--- config.mk ---
export PLATFORM = sky130hd
export DESIGN_NAME = hash_multiset_table_flat
export DESIGN_NICKNAME = d
export VERILOG_FILES = /design/src/design/hms_pkg.sv /design/src/design/hms_if.sv /design/src/design/hms_front.sv /design/src/design/hms_queue.sv /design/src/design/hms_back.sv /design/src/design/hash_multiset_table.sv /design/src/flat_wrapper.sv
export VERILOG_INCLUDE_DIRS = /design/src /design/src/design
export SDC_FILE = /design/constraint.sdc
export NUM_CORES = 2
export LEC_CHECK = 0
export ABC_AREA = 1
export BUFFER_PORTS_ARGS = -buffer_cell sky130_fd_sc_hd__buf_2
export CAP_MARGIN = 20
export CORE_ASPECT_RATIO = 0.9
export CORE_MARGIN = 2
export CORE_UTILIZATION = 58
export CTS_CLUSTER_DIAMETER = 30
export DETAILED_ROUTE_END_ITERATION = 8
export PLACE_DENSITY = 0.77
export SLEW_MARGIN = 15
export SYNTH_ARGS = -nofsm -noshare
export SYNTH_HDL_FRONTEND = slang
export SYNTH_SLANG_ARGS = --single-unit
export TNS_END_PERCENT = 1
--- constraint.sdc ---
create_clock -name clk -period 11.85 [get_ports clk]
set_input_delay 2.37 -clock clk [delete_from_list [all_inputs] [get_ports clk]]
set_output_delay 2.37 -clock clk [all_outputs]
set_load 0.01 [all_outputs]
--- src/design/hash_multiset_table_assert.svh ---
// Assertion macros shared by the checking code of the hash multiset table.
// Each macro expects clk and rst to be visible at the place of use.
`ifndef HASH_MULTISET_TABLE_ASSERT_SVH
`define HASH_MULTISET_TABLE_ASSERT_SVH

// Condition that must hold at every clock edge outside reset.
`define HMS_ASSERT_ALWAYS(lbl, cond, msg) \
  lbl: assert property (@(posedge clk) disable iff (rst) (cond)) else $error(msg);

// Implication with the consequent checked in the same cycle.
`define HMS_ASSERT_IMPL(lbl, ante, cons, msg) \
  lbl: assert property (@(posedge clk) disable iff (rst) (ante) |-> (cons)) \
    else $error(msg);

`endif

--- src/design/hms_pkg.sv ---
`timescale 1ns / 1ps

package hms_pkg;

  localparam int KEY_BITS = 31;
  localparam int BUCKETS  = 15;
  localparam int WAYS     = 4;

  localparam int KIND_W = 2;
  localparam int ST_W   = 2;
  localparam int BKT_W  = (BUCKETS > 1) ? $clog2(BUCKETS) : 1;
  localparam int PROD_W = 2 * KEY_BITS + 1;
  localparam int ROW_W  = WAYS * KEY_BITS;

  // floor(2^KEY_BITS / BUCKETS); the quotient estimate is low by at most one
  localparam logic [KEY_BITS:0] RECIP = (KEY_BITS + 1)'((65'd1 << KEY_BITS) / BUCKETS);

  localparam logic [KIND_W-1:0] KIND_INSERT = 2'd0;
  localparam logic [KIND_W-1:0] KIND_REMOVE = 2'd1;
  localparam logic [KIND_W-1:0] KIND_FIND   = 2'd2;

  localparam logic [ST_W-1:0] ST_OK      = 2'd0;
  localparam logic [ST_W-1:0] ST_MISSING = 2'd1;
  localparam logic [ST_W-1:0] ST_FULL    = 2'd2;

  typedef struct packed {
    logic [KIND_W-1:0]   kind;
    logic [KEY_BITS-1:0] key;
    logic [BKT_W-1:0]    bucket;
  } req_t;

  typedef struct packed {
    logic full;
    logic empty;
  } qstat_t;

endpackage

--- src/design/hms_if.sv ---
`timescale 1ns / 1ps

interface hms_req_if;
  import hms_pkg::*;

  logic                valid;
  logic                ready;
  logic [KIND_W-1:0]   kind;
  logic [KEY_BITS-1:0] key;

  modport source (output valid, output kind, output key, input ready);
  modport sink (input valid, input kind, input key, output ready);
endinterface

interface hms_rsp_if;
  import hms_pkg::*;

  logic            valid;
  logic            ready;
  logic            hit;
  logic [ST_W-1:0] status;

  modport source (output valid, output hit, output status, input ready);
  modport sink (input valid, input hit, input status, output ready);
endinterface

--- src/design/hms_front.sv ---
`timescale 1ns / 1ps

module hms_front (
  input  logic          clk,
  input  logic          rst,
  hms_req_if.sink       req,
  input  hms_pkg::qstat_t qstat,
  output logic          push,
  output hms_pkg::req_t push_data
);
  import hms_pkg::*;

  logic                s1_valid;
  logic [KIND_W-1:0]   s1_kind;
  logic [KEY_BITS-1:0] s1_key;
  logic [PROD_W-1:0]   s1_prod;
  logic                s2_valid;
  req_t                s2;

  logic                advance;
  logic [KEY_BITS-1:0] quot;
  logic [KEY_BITS-1:0] rem;
  logic [KEY_BITS-1:0] rem_fix;

  // hold both stages while the queue cannot take the item in stage two
  assign advance   = !s2_valid || !qstat.full;
  assign req.ready = advance;
  assign push      = advance && s2_valid;
  assign push_data = s2;

  always_comb begin
    quot    = KEY_BITS'(s1_prod[PROD_W-1:KEY_BITS]);
    rem     = s1_key - KEY_BITS'(quot * BUCKETS);
    // quotient estimate may be one short: fold the remainder once
    rem_fix = (rem >= KEY_BITS'(BUCKETS)) ? rem - KEY_BITS'(BUCKETS) : rem;
  end

  always_ff @(posedge clk) begin
    if (rst) begin
      s1_valid <= 1'b0;
      s2_valid <= 1'b0;
    end else if (advance) begin
      s1_valid <= req.valid;
      s2_valid <= s1_valid;
    end
  end

  always_ff @(posedge clk) begin
    if (advance) begin
      s1_kind   <= req.kind;
      s1_key    <= req.key;
      s1_prod   <= req.key * RECIP;
      s2.kind   <= s1_kind;
      s2.key    <= s1_key;
      s2.bucket <= BKT_W'(rem_fix);
    end
  end

endmodule

--- src/design/hms_queue.sv ---
`timescale 1ns / 1ps

module hms_queue (
  input  logic            clk,
  input  logic            rst,
  input  logic            push,
  input  hms_pkg::req_t   push_data,
  input  logic            pop,
  output hms_pkg::req_t   head,
  output hms_pkg::qstat_t qstat
);
  import hms_pkg::*;

  req_t       entry [2];
  logic       wr_ptr;
  logic       rd_ptr;
  logic [1:0] count;

  assign head        = entry[rd_ptr];
  assign qstat.full  = (count == 2'd2);
  assign qstat.empty = (count == 2'd0);

  always_ff @(posedge clk) begin
    if (rst) begin
      wr_ptr <= 1'b0;
      rd_ptr <= 1'b0;
      count  <= 2'd0;
    end else begin
      if (push) wr_ptr <= !wr_ptr;
      if (pop) rd_ptr <= !rd_ptr;
      if (push && !pop) begin
        count <= count + 2'd1;
      end else if (pop && !push) begin
        count <= count - 2'd1;
      end
    end
  end

  always_ff @(posedge clk) begin
    if (push) entry[wr_ptr] <= push_data;
  end

endmodule

--- src/design/hms_back.sv ---
`timescale 1ns / 1ps

module hms_back (
  input  logic            clk,
  input  logic            rst,
  input  hms_pkg::req_t   head,
  input  hms_pkg::qstat_t qstat,
  output logic            pop,
  hms_rsp_if.source       rsp
);
  import hms_pkg::*;

  localparam logic S_IDLE = 1'b0;
  localparam logic S_LOOK = 1'b1;

  logic             state;
  req_t             cur;
  logic [ROW_W-1:0] key_mem [BUCKETS];
  logic [ROW_W-1:0] rd_row;
  logic [WAYS-1:0]  valid_row [BUCKETS];

  logic             out_valid;
  logic             out_hit;
  logic [ST_W-1:0]  out_status;

  logic             fire;
  logic [WAYS-1:0]  vrow;
  logic [WAYS-1:0]  match;
  logic [WAYS-1:0]  match_low;
  logic [WAYS-1:0]  free_low;
  logic [WAYS-1:0]  vrow_next;
  logic [ROW_W-1:0] wr_row;
  logic             mem_we;
  logic             hit_next;
  logic [ST_W-1:0]  status_next;

  assign rsp.valid  = out_valid;
  assign rsp.hit    = out_hit;
  assign rsp.status = out_status;

  assign pop  = (state == S_IDLE) && !qstat.empty;
  // finish the lookup only when the output register is free or draining
  assign fire = (state == S_LOOK) && (!out_valid || rsp.ready);

  always_comb begin
    vrow = valid_row[cur.bucket];
    for (int w = 0; w < WAYS; w++) begin
      match[w] = vrow[w] && (rd_row[w*KEY_BITS +: KEY_BITS] == cur.key);
    end
    match_low = match & (~match + WAYS'(1));
    free_low  = ~vrow & (vrow + WAYS'(1));
    for (int w = 0; w < WAYS; w++) begin
      wr_row[w*KEY_BITS +: KEY_BITS] =
        free_low[w] ? cur.key : rd_row[w*KEY_BITS +: KEY_BITS];
    end

    vrow_next   = vrow;
    mem_we      = 1'b0;
    hit_next    = 1'b0;
    status_next = ST_MISSING;
    case (cur.kind)
      KIND_INSERT: begin
        if (|free_low) begin
          vrow_next   = vrow | free_low;
          mem_we      = fire;
          hit_next    = 1'b1;
          status_next = ST_OK;
        end else begin
          status_next = ST_FULL;
        end
      end
      KIND_REMOVE: begin
        if (|match) begin
          vrow_next   = vrow & ~match_low;
          hit_next    = 1'b1;
          status_next = ST_OK;
        end
      end
      KIND_FIND: begin
        if (|match) begin
          hit_next    = 1'b1;
          status_next = ST_OK;
        end
      end
      default: begin
        hit_next    = 1'b0;
        status_next = ST_MISSING;
      end
    endcase
  end

  always_ff @(posedge clk) begin
    if (rst) begin
      state     <= S_IDLE;
      out_valid <= 1'b0;
      for (int b = 0; b < BUCKETS; b++) begin
        valid_row[b] <= '0;
      end
    end else begin
      case (state)
        S_IDLE: begin
          if (pop) state <= S_LOOK;
        end
        S_LOOK: begin
          if (fire) state <= S_IDLE;
        end
        default: state <= S_IDLE;
      endcase
      if (fire) begin
        out_valid            <= 1'b1;
        valid_row[cur.bucket] <= vrow_next;
      end else if (rsp.ready) begin
        out_valid <= 1'b0;
      end
    end
  end

  always_ff @(posedge clk) begin
    if (pop) cur <= head;
    if (fire) begin
      out_hit    <= hit_next;
      out_status <= status_next;
    end
  end

  always_ff @(posedge clk) begin
    if (mem_we) key_mem[cur.bucket] <= wr_row;
    if (pop) rd_row <= key_mem[head.bucket];
  end

endmodule

--- src/design/hash_multiset_table.sv ---
`timescale 1ns / 1ps
// channel | dir | handshake   | payload
// req     | in  | valid/ready | kind[1:0], key[30:0]
// rsp     | out | valid/ready | hit, status[1:0]
//
// A request enters a two-stage front pipeline that finds its bucket by a
// reciprocal multiply and one correction, then waits in a two-entry queue.
// The back handles one request at a time (bucket row read, then compare of all
// ways and write-back) and pops no new request until the last one is done;
// the compare and write-back also wait while the output register is held.
// Reset clears the valid marks at once; the key store needs no clearing pass.
// A stalled result holds in the output register; the front keeps accepting
// until the queue and its own stages fill.

`include "hash_multiset_table_assert.svh"

module hash_multiset_table (
  input  logic      clk,
  input  logic      rst,
  hms_req_if.sink   req,
  hms_rsp_if.source rsp
);
  import hms_pkg::*;

  logic   q_push;
  req_t   q_push_data;
  logic   q_pop;
  req_t   q_head;
  qstat_t q_stat;

  hms_front u_front (
    .clk       (clk),
    .rst       (rst),
    .req       (req),
    .qstat     (q_stat),
    .push      (q_push),
    .push_data (q_push_data)
  );

  hms_queue u_queue (
    .clk       (clk),
    .rst       (rst),
    .push      (q_push),
    .push_data (q_push_data),
    .pop       (q_pop),
    .head      (q_head),
    .qstat     (q_stat)
  );

  hms_back u_back (
    .clk   (clk),
    .rst   (rst),
    .head  (q_head),
    .qstat (q_stat),
    .pop   (q_pop),
    .rsp   (rsp)
  );

  `HMS_ASSERT_IMPL(a_no_push_full, q_push && q_stat.full, q_pop, "push into full queue")
  `HMS_ASSERT_IMPL(a_no_pop_empty, q_pop, !q_stat.empty, "pop from empty queue")
  `HMS_ASSERT_IMPL(a_hit_ok, rsp.valid, rsp.hit == (rsp.status == ST_OK), "hit and status disagree")
  `HMS_ASSERT_IMPL(a_status_code, rsp.valid, rsp.status == ST_OK || rsp.status == ST_MISSING || rsp.status == ST_FULL, "bad status code")

endmodule
--- src/flat_wrapper.sv ---
// flat-port wrapper written by rule: the top's interface ports become plain ports
module hash_multiset_table_flat import hms_pkg::*;
  (clk, rst, req_valid, req_kind, req_key, req_ready, rsp_valid, rsp_hit, rsp_status, rsp_ready);
  hms_req_if req_i ();
  hms_rsp_if rsp_i ();
  input  logic clk;
  input  logic rst;
  input wire logic [$bits(req_i.valid)-1:0] req_valid;
  input wire logic [$bits(req_i.kind)-1:0] req_kind;
  input wire logic [$bits(req_i.key)-1:0] req_key;
  output wire logic [$bits(req_i.ready)-1:0] req_ready;
  output wire logic [$bits(rsp_i.valid)-1:0] rsp_valid;
  output wire logic [$bits(rsp_i.hit)-1:0] rsp_hit;
  output wire logic [$bits(rsp_i.status)-1:0] rsp_status;
  input wire logic [$bits(rsp_i.ready)-1:0] rsp_ready;
  assign req_i.valid = req_valid;
  assign req_i.kind = req_kind;
  assign req_i.key = req_key;
  assign req_ready = req_i.ready;
  assign rsp_valid = rsp_i.valid;
  assign rsp_hit = rsp_i.hit;
  assign rsp_status = rsp_i.status;
  assign rsp_i.ready = rsp_ready;
  hash_multiset_table u_core (.clk(clk), .rst(rst), .req(req_i), .rsp(rsp_i));
endmodule
# Word-level counts from Yosys, hierarchy flattened
# Memories as Yosys holds them, arrays and structs flattened. A register that Yosys moved wholly into a read port is not among the register bits.
# Cells that the tools add are included.
# word_totals
mem_bits_ro	0
ram_bits	1994
wordCells	110
memories	3
reg_bits	174
latch_bits	0
# op_classes
reduce_logical	27
eq_ne	7
bitwise	8
n_lt_le_gt_ge	1
n_addsub	6
n_div	0
n_mux	38
shift	0
n_mul	2
# mem_list
memory	words	word_bits	rd	rd_ports_with_merged_regs	write_ports	line	text
u_core.u_back.key_mem	15	124	1	1	1	hms_back.sv:18	logic [ROW_W-1:0] key_mem [BUCKETS];
u_core.u_queue.entry	2	37	1	1	1	hms_queue.sv:14	req_t entry [2];
u_core.u_back.valid_row	15	4	1	1	15	hms_back.sv:20	logic [WAYS-1:0] valid_row [BUCKETS];
# ops
operator	n
31-bit equality test	4
31-bit 2-to-1 mux	4
31-bit by 25-bit multiplier with 56-bit output, second input constant	1
31-bit by 4-bit greater-or-equal comparator with 1-bit output, second input constant	1
28-bit by 4-bit multiplier with 31-bit output, second input constant	1
31-bit subtractor	1
4-bit 2-to-1 mux	6
1-bit 2-to-1 mux	21
4-bit AND	3
4-bit NOT	3
4-bit OR reduction	3
1-bit logical AND	9
4-bit by 1-bit adder with 4-bit output, second input constant	2
1-bit zero test	8
4-bit one-hot mux with 2 select lines	1
2-bit 2-to-1 mux	3
2-bit equality test, second input constant	2
2-bit zero test	2
4-bit OR	1
1-bit one-hot mux with 2 select lines	2
2-bit one-hot mux with 2 select lines	1
2-bit nonzero test	2
4-bit subtractor, second input constant	1
2-bit by 1-bit adder with 2-bit output, second input constant	1
other kinds (5)	6

# Longest topological paths before layout
# logic_depth
ltp_word	10
ltp_mapped	25

# By module
# From an unflattened synthesis, not the netlist that was laid out.
# hier_totals
cells_unflattened	8363
area_unflattened_um2	101949.0
# modules_own_cells
mod	area_per_inst_um2	n_inst	cells_each
hms_back	83264.9	1	6342
hms_front	15635.0	1	1873
hms_queue	3049.2	1	148

# Least setup slack after synthesis
# Ideal clock, no wire load.
# synth_path
path_kind	input-to-reg
start	in rsp_ready
end	mem u_core.u_back.key_mem[4][0] (netlist bit), enable pin
arrival_time_ps	11302
setup_time_ps	759
path_slack_ps	-212
cell_stages	7
t_required_ps	11091
cell_sequence	inv_1 -> nand2_1 -> nand2_1 -> inv_1 -> nand3_2 -> buf_2 -> nor3_1
# synth_via
elab_chain_cells	6
# synth_rtl
element	line	text
start: declaration	flat_wrapper.sv:15	input wire logic [$bits(rsp_i.ready)-1:0] rsp_ready;
1-bit logical OR	hms_back.sv:43	assign fire = (state == S_LOOK) && (!out_valid || rsp.ready);
1-bit logical AND	hms_back.sv:43	
via u_core.u_back.fire	hms_back.sv:26	logic fire;
1-bit 2-to-1 mux	hms_back.sv:63	if (|free_low) begin
1-bit 2-to-1 mux	hms_back.sv:61	case (cur.kind)
1-bit 2-to-1 mux	hms_back.sv:127	if (mem_we) key_mem[cur.bucket] <= wr_row;
1-bit 2-to-1 mux (not written as such)	hms_back.sv:127	
end: declaration	hms_back.sv:18	
# The timed path passes the listed nets, and every way through them passes these cells.

# Final worst setup path
# layout_path
start	in req_key[11]
end	reg u_core.u_front.s1_prod[50] (data pin)
# layout_via
elab_chain_cells	1
# layout_rtl
element	line	text
start: declaration	flat_wrapper.sv:10	input wire logic [$bits(req_i.key)-1:0] req_key;
31-bit by 25-bit multiplier with 56-bit output	hms_front.sv:52	s1_prod <= req.key * RECIP;
end signal: assignment	hms_front.sv:52	
end: declaration	hms_front.sv:16	logic [PROD_W-1:0] s1_prod;
# No other way between the ends.
# A chain may end at the register's enable or synchronous reset.

==> impl_metrics.toml <==
[critical_path]
critical_path.max_stage_delay_ps = 510
start_kind = "input port"
path_cells = "buf_2 > ha_1 > inv_1 > fa_1 > inv_1 > fa_1 > inv_1 > fa_1 > inv_1 > fa_1 > fa_1 > ha_1 > nand2_1 > nor2_1 > inv_1 > nor4_1 > nand4_1 > nand3_1 > a21oi_1 > xnor2_1"
crit_end = "u_core.u_front.s1_prod[50]"
cp.required_ps = 12470
worstSetupPathType = "input port to flip-flop"
critPathLaunch = "req_key[11]"
reg2reg_slack_ps = 5750
endpoint_kind = "flip-flop"
rr_endpoint = "u_core.u_back.key_mem[3][41]"
arrival_ps = 7360
rr_worst_depth = 13
crit_fanout = 5
worst_path_max_delay_cell = "fa_1"

[global_routing]
grt_usage_pct = 31.9
grt_pass1_wl_um = 429000
grt_pass1_vias = 70474
antenna_found_initial = 10
grt_max_degree = 214
overflow = 0

[cts]
cts_setup_buffers = 0
clk_latency_ps = 990
clock_sinks = 2273
htree_num_levels = 5
clkTransAtPathRegs_ps = 50
cts.path.max_buffers = 4
clock-root-buffer = "clkbuf_16"
cts.repair.resized = 0
cts_tree = "done"
cts_hold_buf = 0
numCtsBuffers = 415

[timing]
fin_skew_ps = 118
final_hold_viol_count = 0
rsz0062_at_grt = "no"
relSlewSlack_pct = 12.8
setup_tns_ps = 0
finalCriticalPeriod_ps = 6750
whs_ps = 354
setup_viol = 0
fin_crit_sh_pct = 56.9
worst_pin_slew_ps = 1300
slew_violations = 0
fin_ws_ps = 5100
max_freq_mhz = 148

[synthesis]
synth_enable_flop_cells = 2260
yosysTopAreaCellShare_pct = 67.0
syn_area_per_cell_sq_um = 12.2
synth_cell_types = 50
async_flop_share_pct = 0
syn_area_sq_um = 101000
synth_seq_cells = 2273
synthFlopType = "edfxtp_1"
yosys_warnings = 0
netlist_top_cells_area = "edfxtp_1 67%, o21ai_0 6.2%, nor2_1 4.7%"
synthTopCellsByCount = "2260 x edfxtp_1, 1256 x nor2_1, 1246 x o21ai_0, 792 x nand2_1, 590 x inv_1"
synth_nets = 8741
synth_cells = 8270
yosysTopAreaCell = "edfxtp_1"
synth_seq_area_share_pct = 67.3
yosys.cell_count.top_type = "edfxtp_1"

[floorplan]
row_count = 145
pin_count = 42
start_util_pct = 58.4
die_y_um = 400
core_sq_um = 173000
die_w_um = 444
die_area_sq_um = 178000

[route]
dr.pass1.iters = 8
drc = 0
wl_um = 288000
num_vias = 70742
wire_per_inst_um = 26.1
viasPerCell = 6.39
ant_nets = 0
drt_iter0_drc = 10765

[final_layout]
drive_above_1_share_pct = 10.5
final_nets = 8925
fillerInstances = 11132
final_util_pct = 68.0
areaGrowthSynthToFinish_pct = 16.6

[min_path]
hold_class = "flip-flop to flip-flop"

[job]
maxCapViolCount = 0

[run_status]
status = "completed"

[placement]
place_ws_ps = 4210
hpwl_um = 146000
port_buffers = 41
globalplace.congestion = 0.914
==> worst min-delay path by stage <==
| stage | from | end | depth (start not counted) |
|---|---|---|---|
| floorplan | u_core.u_front.s1_kind[0] | u_core.u_front.push_data[35] | 0 |
| global placement | u_core.u_front.push_data[14] | u_core.u_queue.entry[1][14] | 0 |
| detailed placement | u_core.u_front.push_data[17] | u_core.u_queue.entry[0][17] | 0 |
| CTS | u_core.u_front.push_data[22] | u_core.u_queue.entry[1][22] | 0 |
| global route | u_core.u_front.push_data[32] | u_core.u_queue.entry[1][32] | 0 |
| finish | u_core.u_front.push_data[22] | u_core.u_queue.entry[1][22] | 0 |
==> kinds of logic (layout without fill, tap and decap cells) <==
| kind of cell | after synthesis | count (layout) | share of synthesized area [%] |
|---|---|---|---|
| AO/OA/AOI/OAI | 2106 | 2106 | 11.8 |
| XOR/XNOR | 147 | 147 | 1.27 |
| adder cells (fa/ha/maj) | 434 | 434 | 6.76 |
| buffers and inverters | 1053 | 1569 | 4.15 |
| flip-flops | 2273 | 2273 | 67.3 |
| other | 0 | 2 | 0 |
| AND/OR/NAND/NOR | 2257 | 2257 | 8.77 |
==> cell type report <==
cell class              count  area [sq um]  share of cell area [%]
diodes                      2          5.00                 0.00424
clock buffers             470         10700                    9.09
inverters                 601          2290                    1.94
flip-flops and latches   2273         68100                    57.7
clock inverters           279          3200                    2.71
well taps                2278          2850                    2.41
repair buffers            219          1720                    1.46
multi-input cells        4944         29100                    24.7
==> metal layers <==
layer  wire (um)  global-route usage, %
met1      106000                   43.4
met2      134000                   49.8
met3       36400                   7.18
met4       11900                   13.8
met5          21                      0
==> critical path, delay by kind of cell <==
family          cells  cell delay, ps
xor+xnor            1             130
compound gates      1             110
simple gates        5            1160
buf+inv             6             470
fa+ha+maj           7            3120
==> registers in the layout, summed over array words and instances (netlist names), 2 cells and up, named ones only <==
register,count
u_core.u_back.cur,37
u_core.u_back.key_mem,1860
u_core.u_back.rd_row,124
u_core.u_back.rsp.status,2
u_core.u_back.valid_row,64
u_core.u_front.push_data,37
u_core.u_front.s1_key,31
u_core.u_front.s1_kind,2
u_core.u_front.s1_prod,28
u_core.u_queue.count,2
u_core.u_queue.entry,74
==> layout by cell type (no fill, tap or decap), types with 9 or more instances in the layout <==
cell and instances:
buf_4 132, xor2_1 72, clkbuf_16 421, bufinv_16 59, buf_2 68, inv_6 19, o21ai_1 154, nand3_1 89
buf_12 18, o21ai_0 1228, nand2_1 790, a21o_1 9, o211ai_1 190, a31oi_1 14, clkinv_4 28, or2_2 19
dfxtp_1 12, nor3_1 16, clkinv_1 65, clkinv_2 50, a21oi_1 95, o21bai_1 16, clkbuf_1 48, xnor2_1 75
inv_1 589, fa_1 189, ha_1 245, nor2_1 1251, clkinvlp_4 55, edfxtp_1 2260, nor3_2 13, o221ai_1 119
nand4_1 35, o22ai_1 264
==> stage by stage <==
stage / cell area [sq um] / std cells
2_1_floorplan: 101000 / 8270
5_1_grt: 118000 / 11064
3_3_place_gp: 104000 / 10280
3_5_place_dp: 104000 / 10313
4_1_cts: 118000 / 11062
6_report: 118000 / 11066
Power is left out: the tool's default activity adds up to more than one toggle a clock period on the data nets, which glitch-free logic cannot reach.
